===== src/design/lssr_pkg.sv =====
// Package for the lidar scan sector reducer: point and result types,
// field widths, register indexes and register reset values.
// No dependencies.
`timescale 1ns / 1ps

package lssr_pkg;

    // Field widths
    localparam int ANGLE_W = 15;
    localparam int DIST_W  = 16;
    localparam int COUNT_W = 8;
    localparam int PHASE_W = 8;
    localparam int CFG_IDX_W  = 2;
    localparam int CFG_DATA_W = 16;

    // Configuration register indexes
    localparam logic [CFG_IDX_W-1:0] REG_SECTOR_START = 2'd0;
    localparam logic [CFG_IDX_W-1:0] REG_SECTOR_END   = 2'd1;
    localparam logic [CFG_IDX_W-1:0] REG_OBJ_THRESH   = 2'd2;
    localparam logic [CFG_IDX_W-1:0] REG_KEEP_EVERY   = 2'd3;

    // Register reset values
    localparam logic [ANGLE_W-1:0] SECTOR_START_RST = 15'd0;
    localparam logic [ANGLE_W-1:0] SECTOR_END_RST   = 15'd11520;
    localparam logic [DIST_W-1:0]  OBJ_THRESH_RST   = 16'd1200;
    localparam logic [PHASE_W-1:0] KEEP_EVERY_RST   = 8'd5;

    // Scan state reset value and tally saturation limit
    localparam logic [DIST_W-1:0]  NEAR_DIST_RST = '1;
    localparam logic [COUNT_W-1:0] TALLY_MAX     = '1;

    // One input point
    typedef struct packed {
        logic               scan_start;
        logic [ANGLE_W-1:0] angle;
        logic [DIST_W-1:0]  distance;
    } point_t;

    // One scan summary
    typedef struct packed {
        logic [COUNT_W-1:0] object_count;
        logic [DIST_W-1:0]  nearest_distance;
        logic [ANGLE_W-1:0] nearest_angle;
        logic               nearest_found;
    } result_t;

endpackage


===== src/design/lssr_in_stage.sv =====
// Input register stage with a skid entry, so s_ready comes from a flop.
// Depends on lssr_pkg for point_t.
`timescale 1ns / 1ps

module lssr_in_stage
    import lssr_pkg::*;
(
    input  logic   aclk,
    input  logic   aresetn,
    input  logic   in_valid,
    output logic   in_ready,
    input  point_t in_point,
    output logic   out_valid,
    input  logic   out_take,
    output point_t out_point
);

    logic   main_valid_reg;
    logic   skid_valid_reg;
    point_t main_reg;
    point_t skid_reg;
    logic   push;
    logic   pop;

    assign in_ready  = !skid_valid_reg;
    assign push      = in_valid && in_ready;
    assign pop       = main_valid_reg && out_take;
    assign out_valid = main_valid_reg;
    assign out_point = main_reg;

    // Control: main holds the head request, skid catches one during a stall
    always_ff @(posedge aclk) begin
        if (!aresetn) begin
            main_valid_reg <= 1'b0;
            skid_valid_reg <= 1'b0;
        end else if (!main_valid_reg || pop) begin
            main_valid_reg <= skid_valid_reg || push;
            skid_valid_reg <= 1'b0;
        end else if (push) begin
            skid_valid_reg <= 1'b1;
        end
    end

    // Payload
    always_ff @(posedge aclk) begin
        if (!main_valid_reg || pop) begin
            main_reg <= skid_valid_reg ? skid_reg : in_point;
        end else if (push) begin
            skid_reg <= in_point;
        end
    end

endmodule


===== src/design/lssr_core.sv =====
// Scan state, configuration registers and the per-point update logic.
// Depends on lssr_pkg for types, widths and register indexes.
`timescale 1ns / 1ps

module lssr_core
    import lssr_pkg::*;
#(
    parameter int SAMPLE_LIMIT = 256
) (
    input  logic                  aclk,
    input  logic                  aresetn,
    // configuration writes
    input  logic                  cfg_we,
    input  logic [CFG_IDX_W-1:0]  cfg_index,
    input  logic [CFG_DATA_W-1:0] cfg_data,
    // point from the input stage
    input  logic                  pt_valid,
    output logic                  pt_take,
    input  point_t                pt,
    // summary to the output stage
    input  logic                  res_ready,
    output logic                  res_push,
    output result_t               res
);

    localparam int KEPT_W = $clog2(SAMPLE_LIMIT + 1);

    // Configuration registers
    logic [ANGLE_W-1:0] sector_start_reg;
    logic [ANGLE_W-1:0] sector_end_reg;
    logic [DIST_W-1:0]  obj_thresh_reg;
    logic [PHASE_W-1:0] keep_every_reg;

    // Scan state
    logic [PHASE_W-1:0] phase_reg,      phase_next;
    logic [KEPT_W-1:0]  kept_reg,       kept_next;
    logic [DIST_W-1:0]  near_dist_reg,  near_dist_next;
    logic [ANGLE_W-1:0] near_angle_reg, near_angle_next;
    logic               seen_reg,       seen_next;
    logic               inside_reg,     inside_next;
    logic [COUNT_W-1:0] tally_reg,      tally_next;

    logic               fire;
    logic               is_start;
    logic [PHASE_W-1:0] period;
    logic [PHASE_W:0]   phase_inc;
    logic               in_sector;
    logic               kept;

    assign is_start = pt.scan_start;
    assign pt_take  = pt_valid && (!is_start || res_ready);
    assign fire     = pt_take;
    assign res_push = fire && is_start;

    // Summary of the finished scan
    always_comb begin
        res.object_count     = tally_reg;
        res.nearest_distance = seen_reg ? near_dist_reg : '0;
        res.nearest_angle    = seen_reg ? near_angle_reg : '0;
        res.nearest_found    = seen_reg;
    end

    // Configuration write decode
    always_ff @(posedge aclk) begin
        if (!aresetn) begin
            sector_start_reg <= SECTOR_START_RST;
            sector_end_reg   <= SECTOR_END_RST;
            obj_thresh_reg   <= OBJ_THRESH_RST;
            keep_every_reg   <= KEEP_EVERY_RST;
        end else if (cfg_we) begin
            unique case (cfg_index)
                REG_SECTOR_START: sector_start_reg <= cfg_data[ANGLE_W-1:0];
                REG_SECTOR_END:   sector_end_reg   <= cfg_data[ANGLE_W-1:0];
                REG_OBJ_THRESH:   obj_thresh_reg   <= cfg_data[DIST_W-1:0];
                REG_KEEP_EVERY:   keep_every_reg   <= cfg_data[PHASE_W-1:0];
                default: ;
            endcase
        end
    end

    // Keep phase: advance and wrap at the period (zero period acts as one)
    assign period    = (keep_every_reg == '0) ? PHASE_W'(1) : keep_every_reg;
    assign phase_inc = {1'b0, phase_reg} + (PHASE_W+1)'(1);
    assign in_sector = (pt.angle >= sector_start_reg) && (pt.angle < sector_end_reg);

    always_comb begin
        phase_next = (phase_inc >= {1'b0, period}) ? '0 : phase_inc[PHASE_W-1:0];
        kept       = (phase_next == '0) && (kept_reg < KEPT_W'(SAMPLE_LIMIT));
    end

    // Next scan state for one non-start point
    always_comb begin
        kept_next       = kept_reg;
        near_dist_next  = near_dist_reg;
        near_angle_next = near_angle_reg;
        seen_next       = seen_reg;
        inside_next     = inside_reg;
        tally_next      = tally_reg;
        if (in_sector) begin
            // nearest nonzero return
            if ((pt.distance != '0) && (!seen_reg || pt.distance < near_dist_reg)) begin
                near_dist_next  = pt.distance;
                near_angle_next = pt.angle;
                seen_next       = 1'b1;
            end
            // object counter on kept samples
            if (kept) begin
                kept_next = kept_reg + KEPT_W'(1);
                if (!inside_reg && pt.distance < obj_thresh_reg) begin
                    inside_next = 1'b1;
                    if (tally_reg != TALLY_MAX) begin
                        tally_next = tally_reg + COUNT_W'(1);
                    end
                end else if (inside_reg && pt.distance > obj_thresh_reg) begin
                    inside_next = 1'b0;
                end
            end
        end
    end

    // State registers: a start point clears the scan
    always_ff @(posedge aclk) begin
        if (!aresetn || (fire && is_start)) begin
            phase_reg      <= '0;
            kept_reg       <= '0;
            near_dist_reg  <= NEAR_DIST_RST;
            near_angle_reg <= '0;
            seen_reg       <= 1'b0;
            inside_reg     <= 1'b0;
            tally_reg      <= '0;
        end else if (fire) begin
            phase_reg      <= phase_next;
            kept_reg       <= kept_next;
            near_dist_reg  <= near_dist_next;
            near_angle_reg <= near_angle_next;
            seen_reg       <= seen_next;
            inside_reg     <= inside_next;
            tally_reg      <= tally_next;
        end
    end

    // Checks
    a_unseen_clean: assert property (@(posedge aclk) disable iff (!aresetn)
        !seen_reg |-> (near_dist_reg == NEAR_DIST_RST) && (near_angle_reg == '0))
        else $error("nearest point held without seen flag");

    a_kept_limit: assert property (@(posedge aclk) disable iff (!aresetn)
        kept_reg <= KEPT_W'(SAMPLE_LIMIT))
        else $error("kept sample count above limit");

    a_tally_needs_sample: assert property (@(posedge aclk) disable iff (!aresetn)
        (tally_reg != '0) |-> (kept_reg != '0))
        else $error("object counted without a kept sample");

    a_start_clears: assert property (@(posedge aclk) disable iff (!aresetn)
        res_push |=> (tally_reg == '0) && (kept_reg == '0) && !seen_reg && !inside_reg)
        else $error("scan state not cleared after start point");

endmodule


===== src/design/lssr_out_stage.sv =====
// Result register holding one scan summary until the consumer takes it.
// Depends on lssr_pkg for result_t.
`timescale 1ns / 1ps

module lssr_out_stage
    import lssr_pkg::*;
(
    input  logic    aclk,
    input  logic    aresetn,
    input  logic    in_push,
    output logic    in_ready,
    input  result_t in_res,
    output logic    out_valid,
    input  logic    out_ready,
    output result_t out_res
);

    logic    valid_reg;
    result_t res_reg;

    assign in_ready  = !valid_reg || out_ready;
    assign out_valid = valid_reg;
    assign out_res   = res_reg;

    // Valid flag
    always_ff @(posedge aclk) begin
        if (!aresetn) begin
            valid_reg <= 1'b0;
        end else if (in_ready) begin
            valid_reg <= in_push;
        end
    end

    // Payload
    always_ff @(posedge aclk) begin
        if (in_push && in_ready) begin
            res_reg <= in_res;
        end
    end

endmodule


===== src/design/lidar_scan_sector_reducer.sv =====
// Lidar scan sector reducer top level: input stage, scan core, result register.
// A start point passes through the input stage register; its summary is written into the
// result register when the core takes it, once nothing is queued ahead of it in the input stage.
// Throughput: one point per cycle; a start point waits while the result register is full,
// and the points behind it wait with it.
// Reset (aresetn, synchronous, active low) loads the register defaults and clears scan state.
// Depends on lssr_pkg, lssr_in_stage, lssr_core and lssr_out_stage.
`timescale 1ns / 1ps

module lidar_scan_sector_reducer
    import lssr_pkg::*;
#(
    parameter int SAMPLE_LIMIT = 256
) (
    input  logic                  aclk,
    input  logic                  aresetn,
    // configuration
    input  logic                  cfg_valid,
    output logic                  cfg_ready,
    input  logic [CFG_IDX_W-1:0]  cfg_index,
    input  logic [CFG_DATA_W-1:0] cfg_data,
    // points in
    input  logic                  s_valid,
    output logic                  s_ready,
    input  logic                  s_scan_start,
    input  logic [ANGLE_W-1:0]    s_angle,
    input  logic [DIST_W-1:0]     s_distance,
    // summaries out
    output logic                  m_valid,
    input  logic                  m_ready,
    output logic [COUNT_W-1:0]    m_object_count,
    output logic [DIST_W-1:0]     m_nearest_distance,
    output logic [ANGLE_W-1:0]    m_nearest_angle,
    output logic                  m_nearest_found
);

    point_t  in_point;
    point_t  pt;
    logic    pt_valid;
    logic    pt_take;
    logic    res_ready;
    logic    res_push;
    result_t res;
    result_t out_res;

    assign cfg_ready = 1'b1;

    assign in_point.scan_start = s_scan_start;
    assign in_point.angle      = s_angle;
    assign in_point.distance   = s_distance;

    lssr_in_stage u_in (
        .aclk      (aclk),
        .aresetn   (aresetn),
        .in_valid  (s_valid),
        .in_ready  (s_ready),
        .in_point  (in_point),
        .out_valid (pt_valid),
        .out_take  (pt_take),
        .out_point (pt)
    );

    lssr_core #(
        .SAMPLE_LIMIT (SAMPLE_LIMIT)
    ) u_core (
        .aclk      (aclk),
        .aresetn   (aresetn),
        .cfg_we    (cfg_valid && cfg_ready),
        .cfg_index (cfg_index),
        .cfg_data  (cfg_data),
        .pt_valid  (pt_valid),
        .pt_take   (pt_take),
        .pt        (pt),
        .res_ready (res_ready),
        .res_push  (res_push),
        .res       (res)
    );

    lssr_out_stage u_out (
        .aclk      (aclk),
        .aresetn   (aresetn),
        .in_push   (res_push),
        .in_ready  (res_ready),
        .in_res    (res),
        .out_valid (m_valid),
        .out_ready (m_ready),
        .out_res   (out_res)
    );

    assign m_object_count     = out_res.object_count;
    assign m_nearest_distance = out_res.nearest_distance;
    assign m_nearest_angle    = out_res.nearest_angle;
    assign m_nearest_found    = out_res.nearest_found;

endmodule


===== config.mk =====
export PLATFORM = sky130hd
export DESIGN_NAME = lidar_scan_sector_reducer
export DESIGN_NICKNAME = d
export VERILOG_FILES = /design/src/design/lssr_pkg.sv /design/src/design/lssr_in_stage.sv /design/src/design/lssr_core.sv /design/src/design/lssr_out_stage.sv /design/src/design/lidar_scan_sector_reducer.sv
export SDC_FILE = /design/constraint.sdc
export NUM_CORES = 1
export LEC_CHECK = 0
export BUFFER_PORTS_ARGS = -buffer_cell sky130_fd_sc_hd__buf_4
export CAP_MARGIN = 30
export CORE_MARGIN = 1
export CORE_UTILIZATION = 35
export DETAILED_ROUTE_END_ITERATION = 6
export SLEW_MARGIN = 0
export SYNTH_ARGS = -nofsm -noshare
export SYNTH_HDL_FRONTEND = slang
export SYNTH_SLANG_ARGS = --single-unit

===== constraint.sdc =====
create_clock -name aclk -period 4.22 [get_ports aclk]
set_clock_uncertainty 0.1 [all_clocks]
set_input_delay 0.633 -clock aclk [delete_from_list [all_inputs] [get_ports aclk]]
set_output_delay 0.633 -clock aclk [all_outputs]
set_load 0.02 [all_outputs]

==> metrics <==
Vias/cell=about 5; clock-pin transition on the worst setup and hold timing paths=0.06 ns; CP arrival=4.14 ns; Worst-Skew Late Latency=0.53 ns; slowest cell delay on critical path=0.55 ns; Post-synth EDFFs=104; Starting Density=35.9%; Final Hold Viols=0; chip height=172 um; PortBufs=96; initial antenna violation count=0; Total Neg Setup Slack=0 ns; Top Family by Delay on Critical Path=simple AND/OR/NAND/NOR gates; Clock Power Share=41.9%; FF-to-FF path depth=13; root buffer cell=clkbuf_16; FFs w/ async S/R, synth=0%; status=completed; Post-CTS Repair Setup Buffers=0; Pint=3.54 mW; core box area=28100 um^2; Tightest Pin Transition=roughly 1 ns; switching share of power=23.2%; Setup crit end kind=flip-flop; die outline area=~29000 um^2; # rows=61; net switching power=1.07 mW; DRC viols=0; CTS sink count=219; crit path time final=roughly 3.8 ns; Post-CTS Resized=0; Startpoint Class=flip-flop; io pins=a little under 100; vias in the first global route=7005; final std cells w/o fill=1466; Post-Route WL=22700 um; Detailed Routing Iterations Pass 1=5; CP max stage cell=or3_1; Die Width=~170 um; crit path max fanout=16; routed length per instance=approximately 16 um; Num CTS Buffers=25; Mapped Avg Cell Area=10.3 um^2; HP Class=in -> reg; CTS tree=yes; n_diodes=0; commonest non-fill, non-tap cell in the layout=nand2_1; max-cap violations=0; Flop pwr share=between 50 and 60%; RSZ-0062 raised after global routing=false; H-tree levels=1; Setup Viol. Count Final=0; largest net degree at the start of global routing=60; kind of critical path=reg -> reg; predominant post-synthesis flop cell=dfxtp_1; total grt overflow=0; Post-Synthesis Cell Area=10100 um^2; first-pass GRT wire length=between 30000 and 40000 um; Warnings, synthesis=0; Slew Viols, Final=0; Peak VDD IR=approximately 0.33 mV; Final nets=about 1200; CP cell instances=ha_1 > and3_1 > nand3_1 > xnor2_1 > ha_1 > and3_1 > o221ai_1 > o311ai_2 > a32oi_1 > or3_1 > buf_4 > or3_1 > a21oi_1; Buf/Inv on CP=1; WP depth=13; hold-fix buffers at CTS=0; post-route antenna net violation count=0; relative slew slack=33.6%; Largest register FFs=40; Area Overhead vs Synth=18.5%; total track usage=15.9%; syn nets=roughly 1100; Clock Path Buffers=3; fmax=approximately 0.26 GHz; CP required=4.56 ns; hold depth=1; routed vias=7219; Post-DP HPWL=16700 um; Starting DRT DRC Count=385; share of layout cells above drive strength 1=16.7%; post-synthesis sequential area ratio=53.8%; leakage power=4.58 nW; Synth Instances=around 1000; Seq cells post-synth=219; dpl cells=approximately 1400; Synth cell types=56; Final period util=90.0%; routability cong.=0.829; commonest non-fill, non-tap cells in the layout=nand2_1 (125), dfxtp_1 (115), buf_4 (109); Logic pwr share=roughly 7.5%; power per cell area=between 300 and 400 nW/um^2
[worst reg2reg max path, cell delays in order, from the launching register on]
cell and delay [ns]:
dfxtp_1 0.42, ha_1 0.26, and3_1 0.30, nand3_1 0.12
xnor2_1 0.16, ha_1 0.33, and3_1 0.16, o221ai_1 0.12
o311ai_2 0.31, a32oi_1 0.14, or3_1 0.55, buf_4 0.26
or3_1 0.35, a21oi_1 0.14
[through the flow]
step	setup WS (ns)	total power, mW	utilization [%]	hold WS (ns)	cell area [um^2]
floorplan	0.538	2.57	-	0.306	10100
global placement	0.597	2.71	39.9	0.352	11200
detailed placement	0.437	2.72	40.0	0.359	11200
CTS	0.420	4.67	42.5	0.167	11900
global route	0.120	4.81	42.5	0.170	11900
finish	0.421	4.61	42.5	0.187	11900
[power by group through the flow]
stage	Combinational [mW]	Clock [mW]	Sequential [mW]
floorplan	0.207	0	2.36
global placement	0.335	0	2.38
detailed placement	0.347	0	2.38
CTS	0.348	1.99	2.33
global route	0.393	2.08	2.34
finish	0.345	1.93	2.33
[layer usage]
layer	global-route usage (%)	vias up	share of wire, %
li1	-	3651	-
met1	23.4	3361	51
met2	23.9	171	41
met3	2.65	36	5.3
met4	4.39	0	2.2
met5	0	-	0
[cell type report]
| type | count | area, um^2 |
|---|---|---|
| fill | 2794 | 16100 |
| sequential | 219 | 5430 |
| multi-input combinational | 639 | 4210 |
| timing repair buffer | 110 | 833 |
| clock buffer | 35 | 673 |
| tap | 378 | 473 |
| inverter | 74 | 278 |
| clock inverter | 11 | 53.8 |
[worst paths after layout]
check                                  start                    endpoint  slack, ns
setup / recovery         u_core.phase_reg[0]         u_core.tally_reg[0]       0.42
hold / removal                   s_angle[10]           u_in.skid_reg[26]       0.19
setup reg to reg         u_core.phase_reg[0]         u_core.tally_reg[0]       0.42
hold reg to reg   u_core.sector_start_reg[8]  u_core.sector_start_reg[8]       0.36
[kinds of logic after synthesis]
| group | synth area share (%) |
|---|---|
| AND/OR/NAND/NOR | 15.6 |
| flip-flops | 53.8 |
| adder cells (fa/ha/maj) | 8.81 |
| other | 0.0372 |
| AO/OA/AOI/OAI | 12.7 |
| XOR/XNOR | 0.782 |
| multiplexers | 3.57 |
| buffers and inverters | 4.64 |
[Yosys cell counts, types with 3 or more instances]
library cell    n  area share (%)
nor2_1         27             1.0
mux2_2         32             3.6
a21o_1          4            0.30
nand3_1        64             3.2
clkbuf_1       40             1.5
xnor2_1         8            0.70
and2_1         33             2.0
o211ai_1       15             1.1
buf_1           6            0.22
nor4_1          6            0.37
a211oi_1        4            0.30
nand2_1       125             4.7
nor3_1          9            0.45
edfxtp_1      104              31
and4_1          3            0.26
a31oi_1         3            0.19
nor2b_1         6            0.37
nand2b_1        4            0.25
a21oi_1        53             2.6
nand4_1         9            0.56
or3_1          12            0.74
nand3b_1        3            0.22
and3_1          7            0.43
nor3b_1         3            0.22
dfxtp_1       115              23
inv_1          74             2.8
ha_1           71             8.8
o21ai_0        58             2.9
a21boi_0       47             3.5
a211o_1         3            0.26
Note: power is estimated with default switching activity, not from simulation.
